## config.mk

```make
export PLATFORM = sky130hd
export DESIGN_NAME = inu_div
export DESIGN_NICKNAME = d
export VERILOG_FILES = /design/src/sv/inu_pkg.sv /design/src/sv/inu_div.sv
export SDC_FILE = /design/constraint.sdc
export NUM_CORES = 1
export LEC_CHECK = 0
export ABC_AREA = 0
export BUFFER_PORTS_ARGS = -buffer_cell sky130_fd_sc_hd__buf_2
export CAP_MARGIN = 20
export CORE_MARGIN = 5
export CORE_UTILIZATION = 48
export DETAILED_ROUTE_END_ITERATION = 7
export GPL_TIMING_DRIVEN = 0
export PLACE_DENSITY = 0.77
export SYNTH_ARGS = -nofsm -noshare
export SYNTH_HDL_FRONTEND = slang
export SYNTH_SLANG_ARGS = --single-unit
```

## constraint.sdc

```tcl
create_clock -name clk -period 2.56 [get_ports clk]
set_clock_uncertainty 0.15 [all_clocks]
set_input_delay 0.512 -clock clk [delete_from_list [all_inputs] [get_ports clk]]
set_output_delay 0.512 -clock clk [all_outputs]
set_load 0.05 [all_outputs]
```

## src/sv/inu_pkg.sv

```systemverilog
// ----------------------------------------------------------------------------
// inu_pkg: shared constants and helpers
// Sizes, field widths and the reciprocal table used by the pair term unit.
// ----------------------------------------------------------------------------
package inu_pkg;

	localparam int MAX_ROWS  = 32;
	localparam int MAX_COLS  = 32;
	localparam int FRAC_BITS = 16;

	localparam int IDX_W  = 5;
	localparam int CNT_W  = 6;
	localparam int LINE_W = 32;
	localparam int DEG_W  = 6;
	localparam int TERM_W = FRAC_BITS + 1;
	localparam int NODF_W = 17;
	localparam int SUM_W  = 32;
	localparam int DEN_W  = 11;
	localparam int NUM_W  = SUM_W + 3;

	// reciprocal scaling: ceil(2^RECIP_SH / d) is exact for n*d < 2^RECIP_SH
	localparam int RECIP_SH = 28;
	localparam int RECIP_W  = 29;
	localparam int N_W      = DEG_W + FRAC_BITS;
	localparam int PROD_W   = N_W + RECIP_W;

	localparam logic [1:0] MODE_ADD = 2'd0;
	localparam logic [1:0] MODE_REM = 2'd1;

	localparam logic [1:0] STAT_DONE  = 2'd0;
	localparam logic [1:0] STAT_REDUN = 2'd1;
	localparam logic [1:0] STAT_RANGE = 2'd2;

	localparam logic REG_ROWS = 1'b0;
	localparam logic REG_COLS = 1'b1;

	typedef logic [LINE_W-1:0] line_t;

	function automatic logic [RECIP_W-1:0] recip(input logic [DEG_W-1:0] d);
		logic [RECIP_W-1:0] m;
		case (d)
			6'd1:  m = 29'd268435456;
			6'd2:  m = 29'd134217728;
			6'd3:  m = 29'd89478486;
			6'd4:  m = 29'd67108864;
			6'd5:  m = 29'd53687092;
			6'd6:  m = 29'd44739243;
			6'd7:  m = 29'd38347923;
			6'd8:  m = 29'd33554432;
			6'd9:  m = 29'd29826162;
			6'd10: m = 29'd26843546;
			6'd11: m = 29'd24403224;
			6'd12: m = 29'd22369622;
			6'd13: m = 29'd20648882;
			6'd14: m = 29'd19173962;
			6'd15: m = 29'd17895698;
			6'd16: m = 29'd16777216;
			6'd17: m = 29'd15790321;
			6'd18: m = 29'd14913081;
			6'd19: m = 29'd14128182;
			6'd20: m = 29'd13421773;
			6'd21: m = 29'd12782641;
			6'd22: m = 29'd12201612;
			6'd23: m = 29'd11671107;
			6'd24: m = 29'd11184811;
			6'd25: m = 29'd10737419;
			6'd26: m = 29'd10324441;
			6'd27: m = 29'd9942054;
			6'd28: m = 29'd9586981;
			6'd29: m = 29'd9256396;
			6'd30: m = 29'd8947849;
			6'd31: m = 29'd8659209;
			6'd32: m = 29'd8388608;
			default: m = '0;
		endcase
		return m;
	endfunction

	function automatic logic [DEG_W-1:0] popcount(input line_t v);
		logic [DEG_W-1:0] s;
		s = '0;
		for (int k = 0; k < LINE_W; k++) begin
			s = s + DEG_W'(v[k]);
		end
		return s;
	endfunction

endpackage

```

## src/sv/inu_div.sv

```systemverilog
// ----------------------------------------------------------------------------
// inu_div: serial divider
// Restoring division, one quotient bit per cycle, for the final normalize.
// ----------------------------------------------------------------------------
module inu_div (
	input  logic                        clk,
	input  logic                        arst_n,
	input  logic                        start,
	input  logic [inu_pkg::NUM_W-1:0]   num,
	input  logic [inu_pkg::DEN_W-1:0]   den,
	output logic                        done,
	output logic [inu_pkg::NODF_W-1:0]  quot
);
	import inu_pkg::*;

	localparam int CW = $clog2(NODF_W + 1);

	logic [DEN_W-1:0]  rem_q, den_q;
	logic [NODF_W-1:0] sh_q;
	logic [CW-1:0]     cnt_q;
	logic              busy_q, done_q;
	logic [DEN_W:0]    t;

	assign t = {rem_q, sh_q[NODF_W-1]};

	always_ff @(posedge clk or negedge arst_n) begin
		if (!arst_n) begin
			busy_q <= 1'b0;
			done_q <= 1'b0;
			cnt_q  <= '0;
		end else begin
			done_q <= 1'b0;
			if (start) begin
				busy_q <= 1'b1;
				cnt_q  <= CW'(NODF_W);
			end else if (busy_q) begin
				cnt_q <= cnt_q - 1'b1;
				if (cnt_q == CW'(1)) begin
					busy_q <= 1'b0;
					done_q <= 1'b1;
				end
			end
		end
	end

	// quotient bits shift in where the dividend bits leave
	always_ff @(posedge clk) begin
		if (start) begin
			rem_q <= num[NODF_W +: DEN_W];
			sh_q  <= num[NODF_W-1:0];
			den_q <= den;
		end else if (busy_q) begin
			if (t >= {1'b0, den_q}) begin
				rem_q <= DEN_W'(t - {1'b0, den_q});
				sh_q  <= {sh_q[NODF_W-2:0], 1'b1};
			end else begin
				rem_q <= t[DEN_W-1:0];
				sh_q  <= {sh_q[NODF_W-2:0], 1'b0};
			end
		end
	end

	assign done = done_q;
	assign quot = sh_q;

endmodule

```

==> impl_metrics.tcl <==
set metrics [dict create \
    drt_iter0_markers 96 \
    period_minus_slack_ns 2.533 \
    cp.required_ns 2.46 \
    whs_endpoint "den_q[10]" \
    grt_pass1_wl_mm 9.239 \
    wl_per_cell_um 16.04 \
    syn_avg_cell_area_um2 12.14 \
    place_area_mm2 0.003012 \
    swShare_pct 41.91 \
    clk_path_buf_depth 2 \
    ys_async_sr_fraction_pct 15.22 \
    row_count 26 \
    yosysTopAreaCell "edfxtp_1" \
    hold_depth 1 \
    syn_to_final_growth_pct 21.52 \
    dp_hpwl_mm 4.047 \
    vias 1892 \
    switchingPower_w 0.001400 \
    synthCells 214 \
    finalInstanceArea_mm2 0.003158 \
    seq_power_share_pct 35.7 \
    grt_pass1_vias 1922 \
    finalSetupViolCount 0 \
    antenna_cells 0 \
    antenna_found_initial 0 \
    timing.final.crit_share_pct 98.95 \
    start_kind "register" \
    initial_core_util_pct 50.24 \
    grt_max_degree 29 \
    synth_fp_nets 277 \
    cap_violations 0 \
    end_kind "register" \
    clk_latency_ns 0.30 \
    routed_via_density 5.315 \
    min_from "den[10]" \
    boundaryPins 67 \
    p_int_w 0.001940 \
    cts_buffers 5 \
    hp-class "input port to register" \
    holdWs_ns 0.2279 \
    r2r_end "rem_q[3]" \
    yosysSeqAreaShare_pct 51.81 \
    p_leak_nw 1.318 \
    cpPeakStageDelay_ns 0.37 \
    worstSetupPathType "register to register" \
    crit_fanout 8 \
    synth_common_cells "edfxtp_1 (39), mux2_2 (17), inv_1 (16), nor2_1 (14), ha_1 (13)" \
    rr_worst_depth 9 \
    utilization_pct 61.05 \
    maxSlewViolCount 0 \
    peakVddDrop_mv 0.5799 \
    clock_sinks 46 \
    r2r_start "quot[16]" \
    setup_ws_ns 0.02684 \
    synth_area_leaders "edfxtp_1 (45%), mux2_2 (7.4%), dfrtp_1 (6.7%), ha_1 (6.3%), o311ai_2 (2.5%)" \
    grt.overflow.total 0 \
    die_h_um 83.58 \
    gp_congestion 0.8799 \
    finalHoldViolCount 0 \
    synth_flop_cell "edfxtp_1" \
    clkSlewWorstSetupHoldPaths_ns 0.09 \
    nets 348 \
    port-buffer-count 59 \
    drive_gt1_share_pct 38.11 \
    finalSetupTns_ns 0 \
    synth.distinct_cells 45 \
    die_w_um 83.58 \
    fmax_ghz 0.3948 \
    synth_edf_count 39 \
    comb_power_share_pct 51.0 \
    cts_tree "done" \
    wl_mm 5.712 \
    ys_warn_count 0 \
    netlist.area_leader.share_pct 45.06 \
    core_mm2 0.005172 \
    htreeDepth 2 \
    critPathArrivalTime_ns 2.43 \
    clockPowerShare_pct 13.3 \
    rsz0062_at_grt "true" \
    drtAntennaViolNets 0 \
    cpMaxStageDelayCell "edfxtp_1" \
    nFillCells 430 \
    post-place-ws_ns -0.3293 \
    yosysMostFrequentCell "edfxtp_1" \
    ys_ff_latch 46 \
    slew_headroom_pct 53.87 \
    status "complete, no violations" \
    tightest_slew_ns 0.6920 \
    powerDensity_mw_per_mm2 1058 \
    root_buffer "clkbuf_8" \
    dr.pass1.iters 4 \
    globalRouteTotalUtil_pct 16.39 \
    path_cells "inv_2 > ha_2 > fa_2 > nand2b_4 > o2bb2ai_4 > a21oi_2 > o2111a_2 > nor2_4 > a221o_1" \
    route.detailed.drc 0 \
    rrSetupSlack_ns 0.03 \
    dieArea_mm2 0.006986 \
    synth_area_mm2 0.002599 \
]
## layout by cell type, fill, tap and decap left out, types with 4 or more instances in the layout
cell       n
a21oi_1    7
buf_2     59
buf_4      4
clkbuf_1   8
clkbuf_8   5
dfrtp_1    7
edfxtp_1  39
ha_1      12
inv_1     15
mux2_2    17
nand2_1   12
nand2b_1   5
nand4b_1   4
nor2_1    14
nor2b_1    7
o21ai_0    5
o311ai_2   4
xnor2_1    6
xor2_1     5
## worst max-delay path by stage
stage / from / end / slack (ns) / depth (start not counted)
after floorplan: quot[16] / rem_q[3] / -0.15 / 9
after detailed placement: start / quot[8] / -0.33 / 4
after global routing: quot[16] / rem_q[10] / -0.05 / 9
after CTS: quot[16] / rem_q[3] / 0.03 / 9
final: quot[16] / rem_q[3] / 0.03 / 9
after global placement: start / rem_q[2] / -0.32 / 4
## power groups by stage
| stage | clock network (W) | registers (W) | logic [W] |
|---|---|---|---|
| after floorplan | 0 | 0.00142 | 0.00108 |
| after global placement | 0 | 0.00120 | 0.00160 |
| after detailed placement | 0 | 0.00121 | 0.00164 |
| after CTS | 0.000457 | 0.00119 | 0.00165 |
| after global routing | 0.000488 | 0.00122 | 0.00186 |
| final | 0.000444 | 0.00119 | 0.00170 |
## logic make-up after synthesis
logic type | share of synthesized area (%)
simple gates | 11.17
flops | 51.81
compound gates | 14.44
buf+inv | 4.478
mux | 7.366
fa+ha+maj | 7.030
xor+xnor | 3.707
## state kept, by name, indices dropped and copies added, names as in the netlist
| signal | count |
|---|---|
| busy_q | 1 |
| cnt_q | 5 |
| den_q | 11 |
| done | 1 |
| quot | 17 |
| rem_q | 11 |
## layer usage
metal	track usage (%)	share of wire, %	up-vias
li1	-	-	942
met1	19.81	45	895
met2	27.84	48	47
met3	4.936	5.7	8
met4	5.409	1.6	0
met5	0	0	-
## final cells by class
type | count | area, um^2 | share of cell area [%]
clock inverter | 2 | 13.76 | 0.4358
buffer | 11 | 60.06 | 1.902
timing repair buffer | 64 | 335.3 | 10.62
sequential | 46 | 1346 | 42.63
inverter | 16 | 60.06 | 1.902
clock buffer | 6 | 72.57 | 2.298
tap | 70 | 87.58 | 2.773
multi-input combinational | 141 | 1182 | 37.44
## worst max-delay path: cells and delay by family, from the launching register on
kind                     cells  cell delay (ns)
buffers and inverters        1             0.05
AO/OA/AOI/OAI                4             0.92
AND/OR/NAND/NOR              2             0.26
adder cells (fa/ha/maj)      2             0.53
flip-flops                   1             0.37
## per-stage QoR
step / cells / total power [W]
after floorplan: 214 / 0.002502
after global placement: 343 / 0.002802
after detailed placement: 343 / 0.002843
after CTS: 352 / 0.003297
after global routing: 356 / 0.003560
final: 356 / 0.003340
## what timing repair did
action | CTS | global route
setup buffers | 0 | 3
hold buffers | 1 | 0
resized for setup | 1 | 7
gates cloned | 0 | 1
pin swaps | 0 | 5
hold endpoints to repair | 7 | 0
setup endpoints to repair | 27 | 6
Note: power is estimated with default switching activity, not from simulation.
