$ cat src/sv/inu_pkg.sv
// ----------------------------------------------------------------------------
// inu_pkg: shared constants and helpers
// Sizes, field widths and the reciprocal table used by the pair term unit.
// ----------------------------------------------------------------------------
package inu_pkg;

	localparam int MAX_ROWS  = 32;
	localparam int MAX_COLS  = 32;
	localparam int FRAC_BITS = 16;

	localparam int IDX_W  = 5;
	localparam int CNT_W  = 6;
	localparam int LINE_W = 32;
	localparam int DEG_W  = 6;
	localparam int TERM_W = FRAC_BITS + 1;
	localparam int NODF_W = 17;
	localparam int SUM_W  = 32;
	localparam int DEN_W  = 11;
	localparam int NUM_W  = SUM_W + 3;

	// reciprocal scaling: ceil(2^RECIP_SH / d) is exact for n*d < 2^RECIP_SH
	localparam int RECIP_SH = 28;
	localparam int RECIP_W  = 29;
	localparam int N_W      = DEG_W + FRAC_BITS;
	localparam int PROD_W   = N_W + RECIP_W;

	localparam logic [1:0] MODE_ADD = 2'd0;
	localparam logic [1:0] MODE_REM = 2'd1;

	localparam logic [1:0] STAT_DONE  = 2'd0;
	localparam logic [1:0] STAT_REDUN = 2'd1;
	localparam logic [1:0] STAT_RANGE = 2'd2;

	localparam logic REG_ROWS = 1'b0;
	localparam logic REG_COLS = 1'b1;

	typedef logic [LINE_W-1:0] line_t;

	function automatic logic [RECIP_W-1:0] recip(input logic [DEG_W-1:0] d);
		logic [RECIP_W-1:0] m;
		case (d)
			6'd1:  m = 29'd268435456;
			6'd2:  m = 29'd134217728;
			6'd3:  m = 29'd89478486;
			6'd4:  m = 29'd67108864;
			6'd5:  m = 29'd53687092;
			6'd6:  m = 29'd44739243;
			6'd7:  m = 29'd38347923;
			6'd8:  m = 29'd33554432;
			6'd9:  m = 29'd29826162;
			6'd10: m = 29'd26843546;
			6'd11: m = 29'd24403224;
			6'd12: m = 29'd22369622;
			6'd13: m = 29'd20648882;
			6'd14: m = 29'd19173962;
			6'd15: m = 29'd17895698;
			6'd16: m = 29'd16777216;
			6'd17: m = 29'd15790321;
			6'd18: m = 29'd14913081;
			6'd19: m = 29'd14128182;
			6'd20: m = 29'd13421773;
			6'd21: m = 29'd12782641;
			6'd22: m = 29'd12201612;
			6'd23: m = 29'd11671107;
			6'd24: m = 29'd11184811;
			6'd25: m = 29'd10737419;
			6'd26: m = 29'd10324441;
			6'd27: m = 29'd9942054;
			6'd28: m = 29'd9586981;
			6'd29: m = 29'd9256396;
			6'd30: m = 29'd8947849;
			6'd31: m = 29'd8659209;
			6'd32: m = 29'd8388608;
			default: m = '0;
		endcase
		return m;
	endfunction

	function automatic logic [DEG_W-1:0] popcount(input line_t v);
		logic [DEG_W-1:0] s;
		s = '0;
		for (int k = 0; k < LINE_W; k++) begin
			s = s + DEG_W'(v[k]);
		end
		return s;
	endfunction

endpackage

$ cat src/sv/inu_term.sv
// ----------------------------------------------------------------------------
// inu_term: pair term unit
// Overlap of two lines divided by the strictly smaller degree, by reciprocal multiply.
// Operands are registered on load, the product in the cycle after.
// ----------------------------------------------------------------------------
module inu_term (
	input  logic                  clk,
	input  logic                  load,
	input  inu_pkg::line_t        self_line,
	input  inu_pkg::line_t        other_line,
	output logic [inu_pkg::TERM_W-1:0] term
);
	import inu_pkg::*;

	logic [DEG_W-1:0]   deg_self, deg_other, ov, d;
	logic [N_W-1:0]     n, n_s1;
	logic [RECIP_W-1:0] m_s1;
	logic [PROD_W-1:0]  prod_s2;

	always_comb begin
		deg_self  = popcount(self_line);
		deg_other = popcount(other_line);
		ov        = popcount(self_line & other_line);
		if (deg_self > deg_other && deg_other != '0) begin
			d = deg_other;
		end else if (deg_other > deg_self && deg_self != '0) begin
			d = deg_self;
		end else begin
			d = '0;
		end
		// zero divisor: recip() gives zero, so the term is zero
		n = {ov, {FRAC_BITS{1'b0}}} + N_W'(d >> 1);
	end

	always_ff @(posedge clk) begin
		if (load) begin
			n_s1 <= n;
			m_s1 <= recip(d);
		end
	end

	always_ff @(posedge clk) begin
		prod_s2 <= PROD_W'(n_s1) * PROD_W'(m_s1);
	end

	assign term = prod_s2[RECIP_SH +: TERM_W];

endmodule

$ cat config.mk
export PLATFORM = sky130hd
export DESIGN_NAME = inu_term
export DESIGN_NICKNAME = d
export VERILOG_FILES = /design/src/sv/inu_pkg.sv /design/src/sv/inu_term.sv
export SDC_FILE = /design/constraint.sdc
export NUM_CORES = 1
export LEC_CHECK = 0
export BUFFER_PORTS_ARGS = -buffer_cell sky130_fd_sc_hd__buf_2
export CORE_ASPECT_RATIO = 0.75
export CORE_MARGIN = 4
export CORE_UTILIZATION = 50
export DETAILED_ROUTE_END_ITERATION = 8
export PLACE_DENSITY = 0.72
export SLEW_MARGIN = 10
export SYNTH_ARGS = -nofsm -noshare
export SYNTH_HDL_FRONTEND = slang
export SYNTH_SLANG_ARGS = --single-unit
$ cat constraint.sdc
create_clock -name clk -period 9.7 [get_ports clk]
set_input_delay 2.91 -clock clk [delete_from_list [all_inputs] [get_ports clk]]
set_output_delay 2.91 -clock clk [all_outputs]
set_load 0.02 [all_outputs]
==> results of run 1 <==
-- synthesized netlist by cell type (17+ instances only) --
library cell,count
dfxtp_1,17
edfxtp_1,40
ha_1,217
xnor2_1,25
clkbuf_1,51
a21o_1,26
and2_1,137
a21oi_1,48
inv_1,376
o21ai_0,28
nand2_1,226
fa_1,277
nor2_1,57
-- layout make-up --
cell class / instances / share of cell area
multi-input cells: 1240 / 0.705
repair buffers: 234 / 0.0873
flip-flops and latches: 57 / 0.0840
inverters: 381 / 0.0787
well taps: 406 / 0.0277
clock buffers: 9 / 0.0123
clock inverters: 7 / 0.00545
-- critical path: cells and delay by family --
kind	cells	cell delay [ns]
XOR/XNOR	1	0.20
adder cells (fa/ha/maj)	10	4.10
AO/OA/AOI/OAI	7	1.17
buffers and inverters	6	0.48
multiplexers	1	0.45
AND/OR/NAND/NOR	3	0.39
-- metrics by stage --
step | util | area (µm²) | TNS, ns
after floorplan | - | 15900 | 0
after global placement | 0.562 | 17600 | -5.47
after detailed placement | 0.562 | 17600 | -8.00
after CTS | 0.573 | 17900 | 0
after global routing | 0.587 | 18400 | -1.18
final | 0.587 | 18400 | 0
-- routing by layer --
| layer | track usage | up-vias |
|---|---|---|
| li1 | - | 5836 |
| met1 | 0.395 | 6367 |
| met2 | 0.394 | 473 |
| met3 | 0.0616 | 65 |
| met4 | 0.0506 | 0 |
| met5 | 0 | - |
-- registers in the layout (all words and copies together) (netlist names) --
name / flops
n_s1: 11
prod_s2: 17
m_s1: 29
-- path summary, 6_finish.rpt --
path,startpoint,end,depth (start not counted)
setup / recovery,self_line[27],m_s1[7],28
hold / removal,m_s1[26],prod_s2[44],5
setup reg to reg,n_s1[16],prod_s2[34],21
hold reg to reg,m_s1[26],prod_s2[44],5
-- logic make-up (layout without fill, tap and decap cells) --
| logic type | after synthesis | count (layout) | synth area share |
|---|---|---|---|
| flops | 57 | 57 | 0.0973 |
| mux | 19 | 19 | 0.0132 |
| compound gates | 214 | 214 | 0.0955 |
| fa+ha+maj | 494 | 494 | 0.522 |
| simple gates | 477 | 477 | 0.143 |
| buf+inv | 452 | 631 | 0.110 |
| xor+xnor | 36 | 36 | 0.0199 |
-- what timing repair did --
item	4_1_cts	5_1_grt
setup buffers	0	9
gates resized for setup	1	91
pin swaps	0	41
endpoints found under the setup margin	1	29
==> results.md, run 1 <==
* Post-Layout Cell Count at 2334
* Clock Tree Buf Depth at 2
* Worst-path maximum fanout at 5
* Hold/Removal Path Class: reg -> reg
* FF+latch count, synth at 57
* Worst setup margin at between 0.07 and 0.08 ns
* Htree depth at 3
* CTS sink cnt at between 50 and 60
* Area leader, netlist: fa_1
* Number of vias per cell at between 5 and 6
* Most used cell, CP: fa_1
* Synth Instances at approximately 1700
* GR Overflow Total at 0
* Crit path required time at a little under 10 ns
* Tcrit/Tclk final at 0.992
* CTS buffer count at 9
* Crit. End Element: register
* Met3 WL at approximately 3800 µm
* CTS Hold Bufs at 0
* Top cells by area, synth: fa_1 (35%), ha_1 (17%), inv_1 (8.9%)
* Starting Density at 0.507
* Multi-input logic area at approximately 13000 µm²
* Clock transition at path regs at roughly 0.07 ns
* Area growth from synthesis to layout at 15.9%
* Worst path max stage delay at 0.62 ns
* Max Cap Viol at 0
* Die Span Y at ~160 µm
* Syn nets at 2309
* Row cnt at 56
* Post-synthesis sequential area ratio at 0.0973
* Status: completed
* HPWL Detailed at 35900 µm
* DRC at 0
* Sequential Area at between 1500 and 2000 µm²
* Worst slack at placement at -0.372 ns
* Nets at 2483
* Final hold viol count at 0
* Flop2flop setup slack at 1.96 ns
* Met1 WL at about 20000 µm
* Share of the synthesized area in the top cell type at 0.350
* Max-slew violations at 0
* Min Hold Slack at ~1.2 ns
* RSZ-0062 raised after global routing: yes
* Max transition margin at 0.187
* Ys Warns at 0
* GPL Wtd Cong at about 1
* Full die area at approximately 35000 µm²
* Wire per inst at roughly 19 µm
* Worst-Margin Slew at between 1 and 1.5 ns
* Port Buffers at 82
* Max frequency at 104 MHz
* Largest net degree at the start of global routing at 41
* Layout Skew at 0.0148 ns
* Unique masters post-synth at between 70 and 80
* Via Count at roughly 13000
* Final setup viols at 0
* Total GRT Usage at 0.263
* TritonRoute pass-1 iters at 5
* Clk Latency, worst-skew pair at 0.36 ns
* Minimum clock period after layout at around 9.6 ns
* First-pass GRT wire length at about 71000 µm
* Ports at 83
* Antenna cell count at 0
* EDFF count, synth at 40
* Leading cell types in the layout, fill and taps excluded: inv_1 (367), fa_1 (275), nand2_1 (224)
* Avg Synthesized Cell Area at between 9 and 10 µm²
* CP Launch Type: primary input
* Share of layout cells above drive strength 1 at 0.177
* CTS Root Buffer Type: clkbuf_16
* Mapped cell area at about 16000 µm²
* CP max-delay cell: fa_1
* Vias in the first global route at 13600
* Initial DRC Count at 954
* Routed Antenna Nets at 0
* Main synth FF type: edfxtp_1
* Fillers at between 2000 and 3000
* Core Box Area at approximately 31000 µm²
* Die Wd at 214 µm
* Critical path class: in -> reg
* Met2 WL post-DR at roughly 19000 µm
* Initial antenna violation count at 0
* Number of cells after detailed placement at roughly 2300
* Commonest non-fill, non-tap cell in the layout: inv_1
* Routed WL at ~44000 µm
* Asr flop ratio synth at 0
* CTS tree: yes
* CP Data Arrival Time at 9.73 ns
* Max layer used: met4
Power of run 1 is not shown: default switching activity piles up to over one toggle a cycle in this logic, so the estimate is an artifact.
==> run 2, diff against run 1 <==
--- a/config.mk
+++ b/config.mk
@@ -8,9 +8,9 @@
 export BUFFER_PORTS_ARGS = -buffer_cell sky130_fd_sc_hd__buf_2
 export CORE_ASPECT_RATIO = 0.75
 export CORE_MARGIN = 4
-export CORE_UTILIZATION = 50
+export CORE_UTILIZATION = 59
 export DETAILED_ROUTE_END_ITERATION = 8
-export PLACE_DENSITY = 0.72
+export PLACE_DENSITY = 0.82
 export SLEW_MARGIN = 10
 export SYNTH_ARGS = -nofsm -noshare
 export SYNTH_HDL_FRONTEND = slang
==> constraint.sdc (replaced) <==
create_clock -name clk -period 9.7 [get_ports clk]
set_input_delay 0.485 -clock clk [delete_from_list [all_inputs] [get_ports clk]]
set_output_delay 0.485 -clock clk [all_outputs]
set_load 0.02 [all_outputs]
==> run 2 against run 1 <==
Routed wire length decreased by 9.8%. Utilization rose by 5.3 points. Flip-flop and latch count did not move. Clock skew fell by 0.0093 ns. First-iteration DRC count grew 22%. Critical path type unchanged. Largest cell class unchanged.
==> results.md, run 2 (synthesis results as in run 1) <==
* Status: completed (unchanged)
* Layout Skew at 0.00546 ns (was 0.0148 ns)
* GPL Wtd Cong at 0.975 (was 1.01)
* First-pass GRT wire length at 66700 µm (was 71400 µm)
* Full die area at 29600 µm² (was 34600 µm²)
* Post-CTS Setup Bufs at 0 (unchanged)
* Vias in the first global route at 13200 (was 13600)
* Worst path max stage delay at 0.76 ns (was 0.62 ns)
* CTS sink cnt at 57 (unchanged)
* Port Buffers at 82 (unchanged)
* Most flops, register: m_s1 (unchanged)
* Htree depth at 3 (unchanged)
* Final setup TNS at 0 ns (unchanged)
* TritonRoute pass-1 iters at 5 (unchanged)
* R2r worst-path depth at 21 (unchanged)
* Max-slew violations at 0 (unchanged)
* Hold/Removal Path Class: in -> reg (was reg -> reg)
* CTS Root Buffer Type: clkbuf_16 (unchanged)
* Initial DRC Count at 1162 (was 954)
* Tcrit/Tclk final at 0.886 (was 0.992)
* Max reg flops at 29 (unchanged)
* Max frequency at 116 MHz (was 104 MHz)
* Initial antenna violation count at 0 (unchanged)
* Minimum clock period after layout at 8.59 ns (was 9.62 ns)
* CP endpoint: m_s1[7] (unchanged)
* Total GRT Usage at 0.281 (was 0.263)
* Leading cell types in the layout, fill and taps excluded: inv_1 (376), fa_1 (277), nand2_1 (226) (was inv_1 (367), fa_1 (275), nand2_1 (224))
* Core Box Area at 26200 µm² (was 31300 µm²)
* Die Span Y at 150 µm (was 162 µm)
* Nets at 2340 (was 2483)
* CP Data Arrival Time at 8.67 ns (was 9.73 ns)
* CTS buffer count at 9 (unchanged)
* DRC at 0 (unchanged)
* Final hold viol count at 0 (unchanged)
* Clock transition at path regs at 0.05 ns (was 0.07 ns)
* Wire per inst at 18.7 µm (was 18.9 µm)
* CTS tree: yes (unchanged)
* GR Overflow Total at 0 (unchanged)
* Worst-path maximum fanout at 17 (was 5)
* Critical path class: in -> reg (unchanged)
* Max transition margin at 0.170 (was 0.187)
* Crit. End Element: register (unchanged)
* Die Wd at 197 µm (was 214 µm)
* Antenna cell count at 0 (unchanged)
* CP Launch Type: primary input (unchanged)
* Crit path required time at 9.78 ns (was 9.81 ns)
* CP max-delay cell: mux2i_1 (was fa_1)
* Commonest non-fill, non-tap cell in the layout: inv_1 (unchanged)
* Clock Tree Buf Depth at 2 (unchanged)
* Final setup viols at 0 (unchanged)
* CTS Hold Bufs at 0 (unchanged)
* Post-CTS resize count at 0 (was 1)
* Max Cap Viol at 0 (unchanged)
* Share of layout cells above drive strength 1 at 0.0734 (was 0.177)
* RSZ-0062 raised after global routing: no (was yes)
* Worst-Margin Slew at 1.24 ns (was 1.22 ns)
* Largest registers: m_s1 (29), prod_s2 (17), n_s1 (11) (unchanged)
* CP Launch Point: self_line[0] (was self_line[27])
* Largest net degree at the start of global routing at 41 (unchanged)
* Routed WL at 39900 µm (was 44200 µm)
* Worst r2r dst: prod_s2[34] (unchanged)
* Area growth from synthesis to layout at 5.77% (was 15.9%)
* Starting Density at 0.605 (was 0.507)
* Clk Latency, worst-skew pair at 0.33 ns (was 0.36 ns)
* HPWL Detailed at 32400 µm (was 35900 µm)
* Most used cell, CP: fa_1 (unchanged)
* Row cnt at 51 (was 56)
* Flop2flop setup slack at 2.06 ns (was 1.96 ns)
* Ports at 83 (unchanged)
* Worst R2R Start: n_s1[16] (unchanged)
* Routed Antenna Nets at 0 (unchanged)
* Via Count at 12200 (was 12700)
* Fillers at 2103 (was 2732)
* Number of vias per cell at 5.75 (was 5.46)
## run 2: cell types whose count changed in the layout (fill, tap and decap cells not counted), moves of 9 or more
cell   delta
ha_1      +9
buf_4   -134
inv_1     +9
buf_6    -10
## run 2: worst max-delay path, delay by kind of cell
kind                     cells  cell delay, ns
AO/OA/AOI/OAI                7            2.10
XOR/XNOR                     1            0.38
adder cells (fa/ha/maj)     10            4.29
buffers and inverters        6            0.66
multiplexers                 1            0.76
## run 2: area by class of cell
| class | instances | area [µm²] | area share |
|---|---|---|---|
| clock inverter | 6 | 82.6 | 0.00493 |
| timing repair buffer | 91 | 478 | 0.0285 |
| inverter | 381 | 1430 | 0.0855 |
| sequential | 57 | 1540 | 0.0920 |
| clock buffer | 10 | 229 | 0.0137 |
| tap | 344 | 430 | 0.0257 |
| multi-input combinational | 1240 | 12600 | 0.750 |
## run 2: worst min-delay path by stage
stage                             from  endpoint  slack [ns]  depth (start not counted)
final                     self_line[2]  n_s1[16]        0.69                          3
after global routing      self_line[2]  n_s1[16]        0.70                          3
after CTS                 self_line[2]  n_s1[16]        0.66                          3
after detailed placement   prod_s2[42]  term[14]        0.90                          1
after global placement     prod_s2[42]  term[14]        0.90                          1
after floorplan                   load   m_s1[0]        0.60                          0
## run 2: routing by layer
metal,GRT usage,vias to the layer above,share of wire
met3,0.0581,75,0.087
met2,0.446,538,0.45
li1,-,5547,-
met4,0.0617,0,0.020
met1,0.403,6083,0.44
met5,0,-,0
## run 2: metrics by stage
| step | instance area (µm²) | std cells | hold slack, ns | util | worst slack [ns] |
|---|---|---|---|---|---|
| final | 16800 | 2129 | 0.688 | 0.640 | 1.11 |
| after floorplan | 15800 | 1749 | 0.597 | - | 2.10 |
| after CTS | 16800 | 2129 | 0.659 | 0.640 | 1.20 |
| after global placement | 16400 | 2113 | 0.902 | 0.628 | 1.01 |
| after detailed placement | 16400 | 2113 | 0.901 | 0.628 | 0.875 |
| after global routing | 16800 | 2129 | 0.697 | 0.640 | 0.770 |
Power of run 2 is left out for the same reason.
